$ cat src/hw/rtl/rsc_pkg.sv
// Shared types, codes and constants for the remote stick command conditioner.
package rsc_pkg;

    localparam int STICK_W    = 11;
    localparam int Q_W        = 32;
    localparam int MS_W       = 32;
    localparam int CODE_W     = 8;
    localparam int DZ_W       = 10;
    localparam int GAIN_W     = 24;
    localparam int DEB_W      = 16;
    localparam int CFG_IDX_W  = 3;
    localparam int CFG_DATA_W = 24;
    localparam int DT_W       = 8;

    // Default build constants
    localparam int YAW_STEP_DEF     = 6554;
    localparam int SHOT_HOLD_MS_DEF = 100;
    localparam int PITCH_MIN_DEF    = -1966080;
    localparam int PITCH_MAX_DEF    = 1966080;
    localparam int DT_CLAMP_MS_DEF  = 20;

    // Switch codes
    localparam logic [CODE_W-1:0] MODE_UPPER_UP   = 8'd0;
    localparam logic [CODE_W-1:0] MODE_LOWER_UP   = 8'd3;
    localparam logic [CODE_W-1:0] MODE_LOWER_DOWN = 8'd5;
    localparam logic [CODE_W-1:0] FIRE_FRIC_UP    = 8'd0;
    localparam logic [CODE_W-1:0] FIRE_TRIG_UP    = 8'd3;
    localparam logic [CODE_W-1:0] FIRE_TRIG_DOWN  = 8'd5;

    // Register indexes
    localparam logic [CFG_IDX_W-1:0] CFG_CHASSIS_DZ  = 3'd0;
    localparam logic [CFG_IDX_W-1:0] CFG_GIMBAL_DZ   = 3'd1;
    localparam logic [CFG_IDX_W-1:0] CFG_LINEAR_GAIN = 3'd2;
    localparam logic [CFG_IDX_W-1:0] CFG_SPIN_GAIN   = 3'd3;
    localparam logic [CFG_IDX_W-1:0] CFG_LINEAR_SLEW = 3'd4;
    localparam logic [CFG_IDX_W-1:0] CFG_SPIN_SLEW   = 3'd5;
    localparam logic [CFG_IDX_W-1:0] CFG_PITCH_GAIN  = 3'd6;
    localparam logic [CFG_IDX_W-1:0] CFG_DEBOUNCE    = 3'd7;

    // Register reset values
    localparam logic [DZ_W-1:0]   CHASSIS_DZ_RST  = 10'd20;
    localparam logic [DZ_W-1:0]   GIMBAL_DZ_RST   = 10'd20;
    localparam logic [GAIN_W-1:0] LINEAR_GAIN_RST = 24'd65;
    localparam logic [GAIN_W-1:0] SPIN_GAIN_RST   = 24'd65;
    localparam logic [GAIN_W-1:0] LINEAR_SLEW_RST = 24'd655;
    localparam logic [GAIN_W-1:0] SPIN_SLEW_RST   = 24'd655;
    localparam logic [GAIN_W-1:0] PITCH_GAIN_RST  = 24'd6;
    localparam logic [DEB_W-1:0]  DEBOUNCE_RST    = 16'd50;

    typedef enum logic [1:0] {
        TRIG_UP,
        TRIG_MID,
        TRIG_DOWN,
        TRIG_NONE
    } trig_pos_t;

    typedef enum logic [1:0] {
        FEED_IDLE,
        FEED_SINGLE,
        FEED_BURST
    } feed_mode_t;

    typedef struct packed {
        logic [DZ_W-1:0]          chassis_deadzone;
        logic [DZ_W-1:0]          gimbal_deadzone;
        logic [GAIN_W-1:0]        linear_gain;
        logic [GAIN_W-1:0]        spin_gain;
        logic [GAIN_W-1:0]        linear_slew_per_ms;
        logic [GAIN_W-1:0]        spin_slew_per_ms;
        logic signed [GAIN_W-1:0] pitch_gain;
        logic [DEB_W-1:0]         debounce_ms;
    } cfg_t;

    typedef struct packed {
        logic                      link_online;
        logic [CODE_W-1:0]         mode_switch_code;
        logic [CODE_W-1:0]         fire_switch_code;
        logic signed [STICK_W-1:0] left_x;
        logic signed [STICK_W-1:0] left_y;
        logic signed [STICK_W-1:0] right_x;
        logic signed [STICK_W-1:0] right_y;
        logic [MS_W-1:0]           now_ms;
        logic                      feedback_valid;
        logic signed [Q_W-1:0]     yaw_feedback;
        logic signed [Q_W-1:0]     pitch_feedback;
    } item_t;

    typedef struct packed {
        logic                  stop_request;
        logic                  online_status;
        logic                  sd_up_mode;
        logic signed [Q_W-1:0] yaw_reference;
        logic signed [Q_W-1:0] pitch_reference;
        logic signed [Q_W-1:0] vx_command;
        logic signed [Q_W-1:0] vy_command;
        logic signed [Q_W-1:0] wz_command;
        logic                  fric_enable;
        feed_mode_t            feed_mode;
    } result_t;

    // Saturate a wide signed value to 32 bits signed
    function automatic logic signed [Q_W-1:0] sat32(input logic signed [39:0] v);
        logic signed [39:0] hi;
        logic signed [39:0] lo;
        hi = 40'sd2147483647;
        lo = -40'sd2147483648;
        if (v > hi)
        begin
            sat32 = hi[Q_W-1:0];
        end
        else if (v < lo)
        begin
            sat32 = lo[Q_W-1:0];
        end
        else
        begin
            sat32 = v[Q_W-1:0];
        end
    endfunction

endpackage

$ cat src/hw/rtl/rsc_cfg_regs.sv
// Configuration register file for the remote stick command conditioner.
module rsc_cfg_regs
(
    input  logic                             clk,
    input  logic                             rst_n,
    input  logic                             cfg_valid,
    output logic                             cfg_ready,
    input  logic [rsc_pkg::CFG_IDX_W-1:0]    cfg_index,
    input  logic [rsc_pkg::CFG_DATA_W-1:0]   cfg_data,
    output rsc_pkg::cfg_t                    cfg
);
    import rsc_pkg::*;

    cfg_t cfg_reg;

    assign cfg_ready = 1'b1;
    assign cfg       = cfg_reg;

    always_ff @(posedge clk or negedge rst_n)
    begin
        if (!rst_n)
        begin
            cfg_reg.chassis_deadzone   <= CHASSIS_DZ_RST;
            cfg_reg.gimbal_deadzone    <= GIMBAL_DZ_RST;
            cfg_reg.linear_gain        <= LINEAR_GAIN_RST;
            cfg_reg.spin_gain          <= SPIN_GAIN_RST;
            cfg_reg.linear_slew_per_ms <= LINEAR_SLEW_RST;
            cfg_reg.spin_slew_per_ms   <= SPIN_SLEW_RST;
            cfg_reg.pitch_gain         <= PITCH_GAIN_RST;
            cfg_reg.debounce_ms        <= DEBOUNCE_RST;
        end
        else if (cfg_valid)
        begin
            unique case (cfg_index)
                CFG_CHASSIS_DZ:  cfg_reg.chassis_deadzone   <= cfg_data[DZ_W-1:0];
                CFG_GIMBAL_DZ:   cfg_reg.gimbal_deadzone    <= cfg_data[DZ_W-1:0];
                CFG_LINEAR_GAIN: cfg_reg.linear_gain        <= cfg_data[GAIN_W-1:0];
                CFG_SPIN_GAIN:   cfg_reg.spin_gain          <= cfg_data[GAIN_W-1:0];
                CFG_LINEAR_SLEW: cfg_reg.linear_slew_per_ms <= cfg_data[GAIN_W-1:0];
                CFG_SPIN_SLEW:   cfg_reg.spin_slew_per_ms   <= cfg_data[GAIN_W-1:0];
                CFG_PITCH_GAIN:  cfg_reg.pitch_gain         <= $signed(cfg_data[GAIN_W-1:0]);
                CFG_DEBOUNCE:    cfg_reg.debounce_ms        <= cfg_data[DEB_W-1:0];
                default:         cfg_reg                    <= cfg_reg;
            endcase
        end
    end

endmodule

$ cat config.mk
export PLATFORM = sky130hd
export DESIGN_NAME = rsc_cfg_regs
export DESIGN_NICKNAME = d
export VERILOG_FILES = /design/src/hw/rtl/rsc_pkg.sv /design/src/hw/rtl/rsc_cfg_regs.sv
export SDC_FILE = /design/constraint.sdc
export NUM_CORES = 1
export LEC_CHECK = 0
export BUFFER_PORTS_ARGS = -buffer_cell sky130_fd_sc_hd__buf_2
export CAP_MARGIN = 20
export CORE_MARGIN = 3
export CORE_UTILIZATION = 40
export DETAILED_ROUTE_END_ITERATION = 10
export GPL_TIMING_DRIVEN = 0
export PLACE_DENSITY = 0.65
export SLEW_MARGIN = 20
export SYNTH_ARGS = -nofsm -noshare
export SYNTH_HDL_FRONTEND = slang
export SYNTH_SLANG_ARGS = --single-unit
$ cat constraint.sdc
create_clock -name clk -period 1.7 [get_ports clk]
set_input_delay 0.085 -clock clk [delete_from_list [all_inputs] [get_ports clk]]
set_output_delay 0.085 -clock clk [all_outputs]
set_load 0.05 [all_outputs]
==> qor.yml, run 1 <==
yosys:
  yosysMostFrequentCell: "dfrtp_1"
  ys_types: 14
  synth_top_area_cell: "dfrtp_1"
  synth_warnings: 0
  synth_edf_count: 0
  syn_avg_cell_area_um2: 18.0
  synth_top_area_share: 0.534
  ys.flop_type: "dfrtp_1"
  synthArstFlopShare: 1.00
  synth_area_mm2: 0.00614
  netlist_top_cells_count: "dfrtp_1 (131), mux2_2 (113), mux2_4 (40)"
  synth_fp_nets: 371
  ys_seq_area_frac: 0.641
  ys_ff_latch: 156
  synth_cells: 341
  synth_area_leaders: "dfrtp_1 (53%), mux2_2 (21%), dfstp_2 (11%), mux2_4 (9.8%), buf_6 (1.5%)"
die:
  chipWidth_um: 130
  pin_count: 187
  core_area_mm2: 0.0148
  start_util: 0.416
  dieArea_mm2: 0.0169
  die_y_um: 130
  rows: 44
routing:
  drtIter0Drc: 121
  first_pass_iters: 4
  wire_per_inst_um: 19.1
  ant_nets: 0
  vias_per_cell: 4.82
  drt-total-wl_mm: 14.5
  drc: 0
  vias: 3656
setup_path:
  arrival_ps: 1210
  end_kind: "primary output"
  crit_required_ps: 1620
  cp_slowest_stage_delay_ps: 530
  crit_path_start_kind: "flip-flop"
  path_cells: "buf_2"
  crit_fanout: 2
  worstSetupPathType: "reg2out"
  crit_slowest_cell: "dfstp_2"
  crit_buf_inv: 1
  critPathTopFamily: "flip-flops"
sta:
  finalCritPeriodShare: 0.759
  slew_headroom: 0.623
  holdWs_ps: 19.4
  tightest_slew_ps: 566
  rsz0062_at_grt: "false"
  period_needed_ps: 1290
  hold_viol_final: 0
  clock-skew-final_ps: 0
  slew_violations: 0
  max_freq_mhz: 775
  finalSetupViolCount: 0
global_routing:
  grt_usage: 0.177
  first_global_vias: 3902
  grt_pass1_wl_mm: 22.6
  overflow: 0
  antenna_found_initial: 0
  grt_max_degree: 83
clock_tree:
  clk_latency_ps: 410
  cts_resized: 0
  cts_buffers: 17
  clkSinkCount: 156
  clock_path_buffers: 2
  htreeDepth: 4
  cts_tree: "built"
  cts_setup_buffers: 0
  root_buffer: "clkbuf_16"
  clk_pin_slew_ps: 60
placement:
  dp_hpwl_mm: 10.1
  port_buffers: 181
  placed_area_mm2: 0.00731
  dp.cells: 707
  routabilityCongestion: 0.753
run:
  drv_cap: 0
pwr:
  intPower_uw: 8430
  p_clk_frac: 0.275
  powerDensity_mw_per_mm2: 1730
  p_leak_uw: 0.00391
  vdd_ir_drop_max_mv: 0.746
  p_switching_uw: 5620
  switching_share: 0.400
  p_seq_frac: 0.360
  p_comb_frac: 0.366
  p_total_uw: 14000
final_layout:
  layout-drive-gt1-share: 0.720
  largest_register_ffs: 156
  layout.nets: 592
  multi_input_comb_area_mm2: 0.00204
  syn_to_final_growth_pct: 32.4
  fillers: 1207
  ff_latch_area_mm2: 0.00394
  final_cells: 759
  antenna_cells: 0
  fin_area_mm2: 0.00812
outcome:
  status: "finished clean"
worst_hold_path:
  hold_class: "in2reg"
## power by group through the flow
stage / clock (µW) / sequential, µW / combinational (µW)
5_1_grt: 4140 / 5160 / 5340
2_1_floorplan: 0 / 8030 / 925
3_3_place_gp: 0 / 5060 / 5080
6_report: 3860 / 5050 / 5140
4_1_cts: 3970 / 5050 / 5190
3_5_place_dp: 0 / 5100 / 5150
## layout make-up
cell class	count	area share
multi-input combinational	165	0.251
buffer	20	0.0197
clock buffer	23	0.0588
clock inverter	9	0.0166
tap	184	0.0283
sequential	156	0.484
timing repair buffer	202	0.141
## placed cells by master (no fill, tap or decap), types with 2 or more instances in the layout
cell type and instances:
and4bb_1 2, buf_2 188, buf_4 4, buf_6 8
bufinv_16 3, clkbuf_1 3, clkbuf_16 17, clkbuf_8 3
clkinvlp_4 3, dfrtp_1 131, dfstp_2 25, dlygate4sd3_1 20
mux2_1 3, mux2_2 113, mux2_4 40, nand4b_4 3
## routing by layer
layer / vias to the layer above / part of all wire / GRT usage
met5: - / 0 / 0
met4: 0 / 0.020 / 0.0746
met3: 23 / 0.050 / 0.0426
met2: 104 / 0.50 / 0.290
met1: 1870 / 0.43 / 0.227
li1: 1659 / - / -
## logic make-up after synthesis
group,after synthesis,synth area share
other,1,0.000611
buffers and inverters,20,0.0261
AND/OR/NAND/NOR,8,0.0212
flip-flops,156,0.641
multiplexers,156,0.311
## path summary, 6_finish.rpt
path                             startpoint  endpoint  slack [ps]  cells after the start
worst max register to register     cfg[132]  cfg[132]         920                      1
worst min-delay path            cfg_data[1]  cfg[147]          20                      2
max in group asynchronous             rst_n   cfg[71]         650                      3
worst max-delay path                cfg[66]   cfg[66]         410                      1
worst min register to register       cfg[9]    cfg[9]         500                      1
min in group asynchronous             rst_n  cfg[154]         240                      2
## through the flow
stage / setup TNS [ps] / setup WS [ps] / utilization
finish: 0 / 410 / 0.551
global route: 0 / 346 / 0.551
CTS: 0 / 379 / 0.551
detailed placement: 0 / 289 / 0.495
global placement: -220720 / -1560 / 0.493
floorplan: 0 / 507 / -
## what timing repair did
item	in CTS	in global routing
hold buffers	20	0
endpoints found under the hold margin	166	0
endpoints found under the setup margin	0	0
(Power assumes the default switching activity.)
==> run 2, diff against run 1 <==
- ABC_AREA: unset -> 1
- clock period: 1.7 -> 1.33 ns (I/O delays scaled with it)
==> run 2 against run 1 <==
  * Global-route usage is 4.8 points higher
  * Synthesized area shrank 0.24%
  * Worst hold slack better by 22 ps
  * Clock-buffer cell count rose by 3
  * Routed wire length is 27% higher
  * Power increased by 20%
  * Clock skew unchanged
  * Sequential power up 23%
  * Flip-flop and latch count stayed put
==> qor.yml, run 2 <==
die:
  core_area_mm2: 0.0148
  chipWidth_um: 130
  start_util: 0.415
  rows: 44
  pin_count: 187
  die_y_um: 130
  dieArea_mm2: 0.0168
sta:
  finalSetupViolCount: 0
  tightest_slew_ps: 619
  rsz0062_at_grt: "false"
  period_needed_ps: 1290
  clock-skew-final_ps: 0
  finalCritPeriodShare: 0.969
  max_freq_mhz: 776
  slew_violations: 0
  slew_headroom: 0.586
  hold_viol_final: 0
  holdWs_ps: 41.6
placement:
  dp_hpwl_mm: 12.6
  placed_area_mm2: 0.00726
  dp.cells: 1054
  port_buffers: 175
  routabilityCongestion: 0.840
yosys:
  synthArstFlopShare: 1.00
  syn_avg_cell_area_um2: 8.82
  synth_warnings: 0
  ys_seq_area_frac: 0.643
  ys.flop_type: "dfrtp_1"
  synth_adder_area_share: 0
  synth_top_area_cell: "dfrtp_1"
  synthSimpleGateAreaFrac: 0.318
  ys_ff_latch: 156
  synth_compound_area_frac: 0
  synth_cells: 694
  yosysMostFrequentCell: "nand2_1"
  synth_area_leaders: "dfrtp_1 (54%), nand2_1 (25%), dfstp_2 (11%), nand3_1 (5.6%), buf_2 (2.8%)"
  ys_types: 16
  netlist_top_cells_count: "nand2_1 (412), dfrtp_1 (131), nand3_1 (68)"
  synth_edf_count: 0
  synth_mux_area_frac: 0
  synthXorXnorAreaFrac: 0
  synth_top_family_by_area: "simple AND/OR/NAND/NOR gates"
  synth_top_area_share: 0.536
  synth_fp_nets: 724
  synth_area_mm2: 0.00612
clock_tree:
  ctsHoldBuffers: 24
  root_buffer: "clkbuf_16"
  clock_path_buffers: 2
  cts_resized: 0
  cts_setup_buffers: 0
  clk_pin_slew_ps: 60
  cts_tree: "built"
  clk_latency_ps: 410
  clkSinkCount: 156
  cts_buffers: 17
  htreeDepth: 4
setup_path:
  end_kind: "primary output"
  crit_slowest_cell: "dfstp_2"
  rr_worst_depth: 2
  crit_buf_inv: 1
  crit_fanout: 2
  crit_required_ps: 1260
  arrival_ps: 1220
  path_cells: "buf_2"
  rrSetupSlack_ps: 610
  critPathTopFamily: "flip-flops"
  timing.rr.start: "cfg[88]"
  worstSetupPathType: "reg2out"
  crit_path_start_kind: "flip-flop"
  cp_slowest_stage_delay_ps: 550
  reg2reg_to: "cfg[88]"
routing:
  ant_nets: 0
  first_pass_iters: 6
  drtIter0Drc: 399
  wire_per_inst_um: 16.6
  vias: 5373
  drt-total-wl_mm: 18.5
  drc: 0
  vias_per_cell: 4.83
outcome:
  status: "finished clean"
worst_hold_path:
  holdPathStages: 4
  hold_class: "in2reg"
  whs_endpoint: "cfg[112]"
  hold_path_startpoint: "cfg_index[0]"
global_routing:
  antenna_found_initial: 1
  grt_usage: 0.225
  first_global_vias: 5291
  overflow: 0
  grt_pass1_wl_mm: 28.9
  grt_max_degree: 89
final_layout:
  final_cell_mix: "nand2_1 (412), buf_2 (208), dfrtp_1 (131)"
  layout-drive-gt1-share: 0.299
  fin_area_mm2: 0.00813
  syn_to_final_growth_pct: 32.8
  final_common_cell: "nand2_1"
  largest_register_ffs: 156
  layout.nets: 943
  final_cells: 1112
pwr:
  powerDensity_mw_per_mm2: 2070
  vdd_ir_drop_max_mv: 0.932
  p_leak_uw: 0.00464
run:
  drv_cap: 0
==> run 2: final cells by class <==
cell class / instances / area, µm²
Antenna cell: 2 / 5.00
Buffer: 42 / 214
Clock buffer: 26 / 509
Clock inverter: 6 / 108
Fill cell: 1393 / 6630
Inverter: 6 / 22.5
Multi-Input combinational cell: 490 / 1950
Sequential cell: 156 / 3940
Tap cell: 184 / 230
Timing Repair Buffer: 200 / 1150
==> run 2: power breakdown <==
group / internal, µW / switching (µW) / total (µW)
Clock: 3200 / 1850 / 5050
Sequential: 5740 / 488 / 6230
Combinational: 1090 / 4460 / 5560
==> run 2: how the worst max path moves through the flow <==
stage / startpoint / end / slack [ps] / depth (start not counted)
2_1_floorplan: cfg_index[2] / cfg[10] / 450 / 6
3_3_place_gp: rst_n / cfg[85] / -2150 / 1
6_report: cfg[65] / cfg[65] / 40 / 1
4_1_cts: cfg[40] / cfg[40] / 20 / 1
5_1_grt: cfg[94] / cfg[94] / 4 / 1
3_5_place_dp: cfg_index[0] / cfg[81] / -50 / 6
==> run 2: routing by layer <==
layer	wire length, µm	track usage	up-vias
met1	8160	0.307	2597
met4	599	0.0966	0
li1	-	-	2579
met3	890	0.0479	39
met2	8810	0.350	158
met5	0	0	-
==> run 2: logic make-up (layout without fill, tap and decap cells) <==
logic type / Yosys count / after routing
buffers and inverters: 48 / 280
flip-flops: 156 / 156
other: 1 / 3
AND/OR/NAND/NOR: 489 / 489
==> run 2: metrics by stage <==
step / utilization / setup TNS [ps] / power [µW] / worst slack [ps]
5_1_grt: 0.551 / 0 / 17600 / 4.42
6_report: 0.551 / 0 / 16800 / 41.6
2_1_floorplan: - / 0 / 10300 / 450
4_1_cts: 0.550 / 0 / 16900 / 16.7
3_5_place_dp: 0.492 / -641 / 11800 / -48.2
3_3_place_gp: 0.490 / -311090 / 11800 / -2150
