--- src/hw/rtl/rsc_pkg.sv ---
// Shared types, codes and constants for the remote stick command conditioner.
package rsc_pkg;

    localparam int STICK_W    = 11;
    localparam int Q_W        = 32;
    localparam int MS_W       = 32;
    localparam int CODE_W     = 8;
    localparam int DZ_W       = 10;
    localparam int GAIN_W     = 24;
    localparam int DEB_W      = 16;
    localparam int CFG_IDX_W  = 3;
    localparam int CFG_DATA_W = 24;
    localparam int DT_W       = 8;

    // Default build constants
    localparam int YAW_STEP_DEF     = 6554;
    localparam int SHOT_HOLD_MS_DEF = 100;
    localparam int PITCH_MIN_DEF    = -1966080;
    localparam int PITCH_MAX_DEF    = 1966080;
    localparam int DT_CLAMP_MS_DEF  = 20;

    // Switch codes
    localparam logic [CODE_W-1:0] MODE_UPPER_UP   = 8'd0;
    localparam logic [CODE_W-1:0] MODE_LOWER_UP   = 8'd3;
    localparam logic [CODE_W-1:0] MODE_LOWER_DOWN = 8'd5;
    localparam logic [CODE_W-1:0] FIRE_FRIC_UP    = 8'd0;
    localparam logic [CODE_W-1:0] FIRE_TRIG_UP    = 8'd3;
    localparam logic [CODE_W-1:0] FIRE_TRIG_DOWN  = 8'd5;

    // Register indexes
    localparam logic [CFG_IDX_W-1:0] CFG_CHASSIS_DZ  = 3'd0;
    localparam logic [CFG_IDX_W-1:0] CFG_GIMBAL_DZ   = 3'd1;
    localparam logic [CFG_IDX_W-1:0] CFG_LINEAR_GAIN = 3'd2;
    localparam logic [CFG_IDX_W-1:0] CFG_SPIN_GAIN   = 3'd3;
    localparam logic [CFG_IDX_W-1:0] CFG_LINEAR_SLEW = 3'd4;
    localparam logic [CFG_IDX_W-1:0] CFG_SPIN_SLEW   = 3'd5;
    localparam logic [CFG_IDX_W-1:0] CFG_PITCH_GAIN  = 3'd6;
    localparam logic [CFG_IDX_W-1:0] CFG_DEBOUNCE    = 3'd7;

    // Register reset values
    localparam logic [DZ_W-1:0]   CHASSIS_DZ_RST  = 10'd20;
    localparam logic [DZ_W-1:0]   GIMBAL_DZ_RST   = 10'd20;
    localparam logic [GAIN_W-1:0] LINEAR_GAIN_RST = 24'd65;
    localparam logic [GAIN_W-1:0] SPIN_GAIN_RST   = 24'd65;
    localparam logic [GAIN_W-1:0] LINEAR_SLEW_RST = 24'd655;
    localparam logic [GAIN_W-1:0] SPIN_SLEW_RST   = 24'd655;
    localparam logic [GAIN_W-1:0] PITCH_GAIN_RST  = 24'd6;
    localparam logic [DEB_W-1:0]  DEBOUNCE_RST    = 16'd50;

    typedef enum logic [1:0] {
        TRIG_UP,
        TRIG_MID,
        TRIG_DOWN,
        TRIG_NONE
    } trig_pos_t;

    typedef enum logic [1:0] {
        FEED_IDLE,
        FEED_SINGLE,
        FEED_BURST
    } feed_mode_t;

    typedef struct packed {
        logic [DZ_W-1:0]          chassis_deadzone;
        logic [DZ_W-1:0]          gimbal_deadzone;
        logic [GAIN_W-1:0]        linear_gain;
        logic [GAIN_W-1:0]        spin_gain;
        logic [GAIN_W-1:0]        linear_slew_per_ms;
        logic [GAIN_W-1:0]        spin_slew_per_ms;
        logic signed [GAIN_W-1:0] pitch_gain;
        logic [DEB_W-1:0]         debounce_ms;
    } cfg_t;

    typedef struct packed {
        logic                      link_online;
        logic [CODE_W-1:0]         mode_switch_code;
        logic [CODE_W-1:0]         fire_switch_code;
        logic signed [STICK_W-1:0] left_x;
        logic signed [STICK_W-1:0] left_y;
        logic signed [STICK_W-1:0] right_x;
        logic signed [STICK_W-1:0] right_y;
        logic [MS_W-1:0]           now_ms;
        logic                      feedback_valid;
        logic signed [Q_W-1:0]     yaw_feedback;
        logic signed [Q_W-1:0]     pitch_feedback;
    } item_t;

    typedef struct packed {
        logic                  stop_request;
        logic                  online_status;
        logic                  sd_up_mode;
        logic signed [Q_W-1:0] yaw_reference;
        logic signed [Q_W-1:0] pitch_reference;
        logic signed [Q_W-1:0] vx_command;
        logic signed [Q_W-1:0] vy_command;
        logic signed [Q_W-1:0] wz_command;
        logic                  fric_enable;
        feed_mode_t            feed_mode;
    } result_t;

    // Saturate a wide signed value to 32 bits signed
    function automatic logic signed [Q_W-1:0] sat32(input logic signed [39:0] v);
        logic signed [39:0] hi;
        logic signed [39:0] lo;
        hi = 40'sd2147483647;
        lo = -40'sd2147483648;
        if (v > hi)
        begin
            sat32 = hi[Q_W-1:0];
        end
        else if (v < lo)
        begin
            sat32 = lo[Q_W-1:0];
        end
        else
        begin
            sat32 = v[Q_W-1:0];
        end
    endfunction

endpackage

--- src/hw/rtl/rsc_core.sv ---
// Single-pass conditioning logic and the per-poll state it carries.
module rsc_core
#(
    parameter int YAW_STEP     = rsc_pkg::YAW_STEP_DEF,
    parameter int SHOT_HOLD_MS = rsc_pkg::SHOT_HOLD_MS_DEF,
    parameter int PITCH_MIN    = rsc_pkg::PITCH_MIN_DEF,
    parameter int PITCH_MAX    = rsc_pkg::PITCH_MAX_DEF,
    parameter int DT_CLAMP_MS  = rsc_pkg::DT_CLAMP_MS_DEF
)
(
    input  logic              clk,
    input  logic              rst_n,
    input  logic              advance,
    input  rsc_pkg::item_t    item,
    input  rsc_pkg::cfg_t     cfg,
    output rsc_pkg::result_t  result
);
    import rsc_pkg::*;

    logic signed [Q_W-1:0] yaw_ref_reg;
    logic signed [Q_W-1:0] pitch_ref_reg;
    logic signed [Q_W-1:0] vx_reg;
    logic signed [Q_W-1:0] vy_reg;
    logic signed [Q_W-1:0] wz_reg;
    logic                  seeded_reg;
    logic [MS_W-1:0]       last_poll_reg;
    trig_pos_t             trig_last_reg;
    logic                  armed_reg;
    logic [MS_W-1:0]       change_ms_reg;
    logic [MS_W-1:0]       shot_until_reg;

    logic signed [Q_W-1:0] yaw_ref_next;
    logic signed [Q_W-1:0] pitch_ref_next;
    logic signed [Q_W-1:0] vx_next;
    logic signed [Q_W-1:0] vy_next;
    logic signed [Q_W-1:0] wz_next;
    logic                  seeded_next;
    logic [MS_W-1:0]       last_poll_next;
    trig_pos_t             trig_last_next;
    logic                  armed_next;
    logic [MS_W-1:0]       change_ms_next;
    logic [MS_W-1:0]       shot_until_next;

    logic                  seed;
    logic signed [Q_W-1:0] yaw_base;
    logic signed [Q_W-1:0] pitch_base;
    logic signed [Q_W:0]   yaw_sum;
    logic signed [34:0]    pitch_inc;
    logic signed [35:0]    pitch_sum;
    logic signed [Q_W-1:0] pitch_clamped;

    logic [STICK_W-1:0]    mag_lx;
    logic [STICK_W-1:0]    mag_ly;
    logic [STICK_W-1:0]    mag_rx;
    logic [STICK_W-1:0]    mag_ry;
    logic signed [STICK_W:0] ly_neg;
    logic signed [35:0]    prod_vx;
    logic signed [36:0]    prod_vy;
    logic signed [35:0]    prod_wz;
    logic signed [Q_W-1:0] tgt_vx;
    logic signed [Q_W-1:0] tgt_vy;
    logic signed [Q_W-1:0] tgt_wz;

    logic [MS_W-1:0]       dt_full;
    logic [DT_W-1:0]       dt;
    logic [Q_W-1:0]        md_lin;
    logic [Q_W-1:0]        md_spin;

    trig_pos_t             pos;
    logic                  armed_pre;
    logic                  trig_take;
    feed_mode_t            load;

    function automatic logic [STICK_W-1:0] magnitude(input logic signed [STICK_W-1:0] v);
        magnitude = v[STICK_W-1] ? (~v + 1'b1) : v;
    endfunction

    function automatic logic signed [Q_W-1:0] slew(input logic signed [Q_W-1:0] cur,
                                                  input logic signed [Q_W-1:0] tgt,
                                                  input logic [Q_W-1:0]        md);
        logic signed [Q_W+1:0] hi;
        logic signed [Q_W+1:0] lo;
        logic signed [Q_W+1:0] t;
        hi = (Q_W+2)'(cur) + $signed({2'b00, md});
        lo = (Q_W+2)'(cur) - $signed({2'b00, md});
        t  = (Q_W+2)'(tgt);
        if (t > hi)
        begin
            slew = hi[Q_W-1:0];
        end
        else if (t < lo)
        begin
            slew = lo[Q_W-1:0];
        end
        else
        begin
            slew = tgt;
        end
    endfunction

    // Reference seeding, yaw step and pitch integration
    assign seed       = !seeded_reg && item.feedback_valid;
    assign yaw_base   = seed ? item.yaw_feedback : yaw_ref_reg;
    assign pitch_base = seed ? item.pitch_feedback : pitch_ref_reg;

    always_comb
    begin
        yaw_sum = (Q_W+1)'(yaw_base);
        if (item.mode_switch_code == MODE_LOWER_UP)
        begin
            yaw_sum = (Q_W+1)'(yaw_base) + (Q_W+1)'(YAW_STEP);
        end
        else if (item.mode_switch_code == MODE_LOWER_DOWN)
        begin
            yaw_sum = (Q_W+1)'(yaw_base) - (Q_W+1)'(YAW_STEP);
        end
    end

    assign mag_ry    = magnitude(item.right_y);
    assign pitch_inc = 35'(cfg.pitch_gain) * 35'(item.right_y);

    always_comb
    begin
        pitch_sum = 36'(pitch_base);
        if (mag_ry >= {1'b0, cfg.gimbal_deadzone})
        begin
            pitch_sum = 36'(pitch_base) + 36'(pitch_inc);
        end
        if (pitch_sum < 36'(PITCH_MIN))
        begin
            pitch_clamped = Q_W'(PITCH_MIN);
        end
        else if (pitch_sum > 36'(PITCH_MAX))
        begin
            pitch_clamped = Q_W'(PITCH_MAX);
        end
        else
        begin
            pitch_clamped = pitch_sum[Q_W-1:0];
        end
    end

    // Chassis targets
    assign mag_lx  = magnitude(item.left_x);
    assign mag_ly  = magnitude(item.left_y);
    assign mag_rx  = magnitude(item.right_x);
    assign ly_neg  = -$signed({item.left_y[STICK_W-1], item.left_y});
    assign prod_vx = 36'($signed({1'b0, cfg.linear_gain})) * 36'(item.left_x);
    assign prod_vy = 37'($signed({1'b0, cfg.linear_gain})) * 37'(ly_neg);
    assign prod_wz = 36'($signed({1'b0, cfg.spin_gain})) * 36'(item.right_x);

    assign tgt_vx = (mag_lx >= {1'b0, cfg.chassis_deadzone}) ? sat32(40'(prod_vx)) : '0;
    assign tgt_vy = (mag_ly >= {1'b0, cfg.chassis_deadzone}) ? sat32(40'(prod_vy)) : '0;
    assign tgt_wz = (mag_rx >= {1'b0, cfg.chassis_deadzone}) ? sat32(40'(prod_wz)) : '0;

    // Elapsed time and slew budgets
    assign dt_full = (last_poll_reg == '0) ? '0 : (item.now_ms - last_poll_reg);
    assign dt      = (dt_full > MS_W'(DT_CLAMP_MS)) ? DT_W'(DT_CLAMP_MS) : dt_full[DT_W-1:0];
    assign md_lin  = Q_W'(cfg.linear_slew_per_ms) * Q_W'(dt);
    assign md_spin = Q_W'(cfg.spin_slew_per_ms) * Q_W'(dt);

    // Trigger switch: debounce, arm and single shot
    always_comb
    begin
        if (item.fire_switch_code >= FIRE_TRIG_UP && item.fire_switch_code <= FIRE_TRIG_DOWN)
        begin
            pos = trig_pos_t'(2'(item.fire_switch_code - FIRE_TRIG_UP));
        end
        else
        begin
            pos = TRIG_MID;
        end
    end

    assign armed_pre = (pos != TRIG_DOWN) || armed_reg;
    assign trig_take = (pos != trig_last_reg)
                       && ((item.now_ms - change_ms_reg) >= {16'b0, cfg.debounce_ms});

    always_comb
    begin
        // Offline: clear velocities, seeding and last trigger position, re-arm, keep references and poll time
        yaw_ref_next    = yaw_ref_reg;
        pitch_ref_next  = pitch_ref_reg;
        vx_next         = '0;
        vy_next         = '0;
        wz_next         = '0;
        seeded_next     = 1'b0;
        last_poll_next  = last_poll_reg;
        trig_last_next  = TRIG_NONE;
        armed_next      = 1'b1;
        change_ms_next  = change_ms_reg;
        shot_until_next = shot_until_reg;
        load            = FEED_IDLE;

        result                 = '0;
        result.stop_request    = 1'b1;
        result.feed_mode       = FEED_IDLE;

        if (item.link_online)
        begin
            yaw_ref_next   = sat32(40'(yaw_sum));
            pitch_ref_next = pitch_clamped;
            vx_next        = slew(vx_reg, tgt_vx, md_lin);
            vy_next        = slew(vy_reg, tgt_vy, md_lin);
            wz_next        = slew(wz_reg, tgt_wz, md_spin);
            seeded_next    = seeded_reg || item.feedback_valid;
            last_poll_next = item.now_ms;
            trig_last_next = trig_last_reg;
            armed_next     = armed_pre;

            if (trig_take)
            begin
                change_ms_next = item.now_ms;
                trig_last_next = pos;
                if (pos == TRIG_DOWN && armed_pre)
                begin
                    shot_until_next = item.now_ms + MS_W'(SHOT_HOLD_MS);
                    armed_next      = 1'b0;
                end
            end

            priority if (item.now_ms < shot_until_next)
            begin
                load = FEED_SINGLE;
            end
            else if (pos == TRIG_UP)
            begin
                load = FEED_BURST;
            end
            else
            begin
                load = FEED_IDLE;
            end

            result.stop_request    = 1'b0;
            result.online_status   = 1'b1;
            result.sd_up_mode      = (item.mode_switch_code == MODE_UPPER_UP);
            result.yaw_reference   = yaw_ref_next;
            result.pitch_reference = pitch_ref_next;
            result.vx_command      = vx_next;
            result.vy_command      = vy_next;
            result.wz_command      = wz_next;
            result.fric_enable     = (item.fire_switch_code == FIRE_FRIC_UP);
            result.feed_mode       = load;
        end
    end

    always_ff @(posedge clk or negedge rst_n)
    begin
        if (!rst_n)
        begin
            yaw_ref_reg    <= '0;
            pitch_ref_reg  <= '0;
            vx_reg         <= '0;
            vy_reg         <= '0;
            wz_reg         <= '0;
            seeded_reg     <= 1'b0;
            last_poll_reg  <= '0;
            trig_last_reg  <= TRIG_NONE;
            armed_reg      <= 1'b1;
            change_ms_reg  <= '0;
            shot_until_reg <= '0;
        end
        else if (advance)
        begin
            yaw_ref_reg    <= yaw_ref_next;
            pitch_ref_reg  <= pitch_ref_next;
            vx_reg         <= vx_next;
            vy_reg         <= vy_next;
            wz_reg         <= wz_next;
            seeded_reg     <= seeded_next;
            last_poll_reg  <= last_poll_next;
            trig_last_reg  <= trig_last_next;
            armed_reg      <= armed_next;
            change_ms_reg  <= change_ms_next;
            shot_until_reg <= shot_until_next;
        end
    end

endmodule

--- config.mk ---
export PLATFORM = sky130hd
export DESIGN_NAME = rsc_core
export DESIGN_NICKNAME = d
export VERILOG_FILES = /design/src/hw/rtl/rsc_pkg.sv /design/src/hw/rtl/rsc_core.sv
export SDC_FILE = /design/constraint.sdc
export NUM_CORES = 2
export LEC_CHECK = 0
export BUFFER_PORTS_ARGS = -buffer_cell sky130_fd_sc_hd__buf_2
export CAP_MARGIN = 10
export CORE_ASPECT_RATIO = 0.9
export CORE_UTILIZATION = 50
export DETAILED_ROUTE_END_ITERATION = 10
export PLACE_DENSITY = 0.63
export REMOVE_ABC_BUFFERS = 1
export SYNTH_ARGS = -nofsm -noshare
export SYNTH_HDL_FRONTEND = slang
export SYNTH_SLANG_ARGS = --single-unit
--- constraint.sdc ---
create_clock -name clk -period 28.1 [get_ports clk]
set_input_delay 2.81 -clock clk [delete_from_list [all_inputs] [get_ports clk]]
set_output_delay 2.81 -clock clk [all_outputs]
set_load 0.02 [all_outputs]
==> results.md <==
- Slew @ Worst Pin: 1190 ps
- Clock Pin Slew Worst Setup and Hold Paths: 60 ps
- Fin cells: 13,000
- Utilization after layout: 53.6%
- Row count: 144
- Tot GR Track Use: 31.5%
- Synth Instances: 10,500
- Final setup fails: 0
- WL/cell: 21.1 um
- Height of the chip: 396 um
- Yosys cell types: 107
- Starting density of the core: 50.4%
- Final WL: 275 mm
- Max cap viols: 0
- Synth warn: 0
- CP Capture Type: primary output
- Dpl hpwl: 223 mm
- Most numerous cell in the Yosys netlist: inv_1
- Register area share after synthesis: 7.55%
- Crit path max fanout: 48
- Total grt overflow: 0
- TritonCTS clock tree: done
- Crit-path max cell delay: 740 ps
- Clk_skew: 56.3 ps
- Final Hold Vio Count: 0
- Headroom to the max-slew limit: 21.0%
- Slowest stage cell, crit path: nor2_1
- Async SR Flop Fraction: 100%
- Worst Setup Start Kind: input port
- Post-CTS Setup Inserts: 0
- Worst setup margin: 7150 ps
- Antenna violations before repair: 54
- CP Data Required Time: 25,290 ps
- Commonest cells post-synth: inv_1 (1,607), fa_1 (1,159), nand2_1 (1,130), ha_1 (1,044), a21oi_1 (538)
- Synth Register Bits: 260
- DR pass1 iterations: 6
- Vias in the first global route: 76,800
- Core box area: 171,000 um2
- Die W: 440 um
- I/O pin cnt: 483
- Worst skew pair latency: 610 ps
- # hold bufs at CTS: 0
- Clock period minus worst slack: 20,950 ps
- Nets: 13,200
- Largest net degree at the start of global routing: 147
- Most frequent CP cell: a21oi_1
- # resized after CTS: 0
- Die area: 174,000 um2
- Synth Flop Type: dfrtp_1
- Setup WS pre-CTS: 7560 ps
- WS Path Type: input port to primary output
- Area Growth Syn to Fin: 6.47%
- Clk root buf: clkbuf_16
- Placed insts: 12,900
- Post-route ant nets: 0
- Global-route wire length before repair: 435 mm
- Synthesized area per cell: 8.24 um2
- DRC errors left: 0
- Setup TNS: 0 ps
- Largest delay share family, worst path: compound AO/OA/AOI/OAI gates
- Vias per cell: 5.81
- Final Max Slew Viols: 0
- Hold crit path type: flop to flop
- Synth top area cells: fa_1 (27%), ha_1 (15%), dfrtp_1 (7.5%)
- Cell taking the most area after synthesis: fa_1
- Fmax: 0.0477 GHz
- Routability congestion estimate: 0.981
- Crit path DAT: 18,140 ps
- CTS sink cnt: 260
- Post-synth EDFFs: 0
- Synthesized area: 86,300 um2
- Number of buffers created by CTS: 36
- Starting DRC count in detailed routing: 5,430
- Status: completed
- Post-synth top area share: 26.9%
- CP Buf/Inv Count: 8
- DR vias: 75,500
- H-Tree Depth: 2
- IO Port Bufs: 482
- Final worst-path cycle share: 74.5%
- Layout cells sized above 1: 7.11%
- CTS max path bufs: 3
- RSZ-0062 raised after global routing: false
[metrics by stage]
step / instance area [um2] / hold WS, ps
after global routing: 91800 / 499
after floorplan: 84700 / 447
final: 91800 / 481
after global placement: 90500 / 457
after CTS: 91700 / 480
after detailed placement: 90500 / 466
[layer usage]
metal	GRT usage, %	vias to the layer above	part of all wire [%]
met5	0	-	0.020
met4	13.1	10	4.7
met3	4.08	468	6.4
met2	49.6	2555	45
met1	43.5	37600	44
li1	-	34900	-
[layout by cell type, fill, tap and decap left out, types with 30 or more instances in the layout]
cell type	Yosys	layout
o211ai_1	54	54
a211oi_1	58	58
nor2b_1	76	75
nor4_1	43	43
fa_1	1159	1159
mux2_2	54	54
a221o_1	31	31
nor2_1	482	481
diode_2	0	32
nand2b_1	164	163
mux2_1	36	36
and2_1	447	447
mux2i_1	115	114
a31oi_1	82	82
o21bai_1	80	80
or3_1	68	68
o31ai_1	48	48
or2_2	36	35
a211o_1	34	34
clkbuf_16	0	36
inv_1	1607	1604
o21ai_0	380	380
nor3_1	143	143
xor2_1	131	127
dfrtp_1	257	257
xnor2_1	354	352
nand4_1	87	87
and3_1	235	235
a21o_1	255	255
a21oi_1	538	535
a22o_1	30	30
buf_4	22	61
nand3_1	198	198
nand2_1	1130	1129
o21a_1	70	70
ha_1	1044	1044
conb_1	2	144
buf_2	36	479
[layout make-up]
type,count,area (um2)
Timing Repair Buffer,541,2870
Multi-Input combinational cell,8230,72300
Inverter,1609,6040
Fill cell,16400,79300
Antenna cell,32,80.1
Clock buffer,44,981
Sequential cell,260,6510
Clock inverter,20,248
Tap cell,2263,2830
[path summary, 6_finish.rpt]
kind                       cells past startpoint  slack [ps]           endpoint               from
max                                           57        7150         result[19]           item[65]
min                                            2         480  pitch_ref_reg[30]  pitch_ref_reg[30]
min in group asynchronous                      1        2320    yaw_ref_reg[17]              rst_n
max reg2reg                                   54       12720          wz_reg[3]   last_poll_reg[2]
min reg2reg                                    2         480  pitch_ref_reg[30]  pitch_ref_reg[30]
max in group asynchronous                      3       23470          wz_reg[6]              rst_n
[logic make-up after synthesis]
kind of cell / Yosys count / share of synthesized area (%)
flops: 260 / 7.55
other cells: 2 / 0.00871
buf+inv: 2116 / 9.42
simple gates: 3178 / 18.1
xor+xnor: 485 / 4.92
mux: 206 / 2.53
fa+ha+maj: 2212 / 42.2
compound gates: 2005 / 15.4
[worst register-to-register path: cells and delay by family, from the launching register on]
family                     cells  cell delay, ps
xor gates and xnor gates       1             100
and+or+nand+nor               18            4490
DFF                            1             400
AOI/OAI and AO/OA             21            5750
adders and majority gates      8            3290
buffers and inverters          5            1090
muxes                          1             170
Power is left out: the tool's default activity adds up to more than one toggle a clock period on the data nets, which glitch-free logic cannot reach.
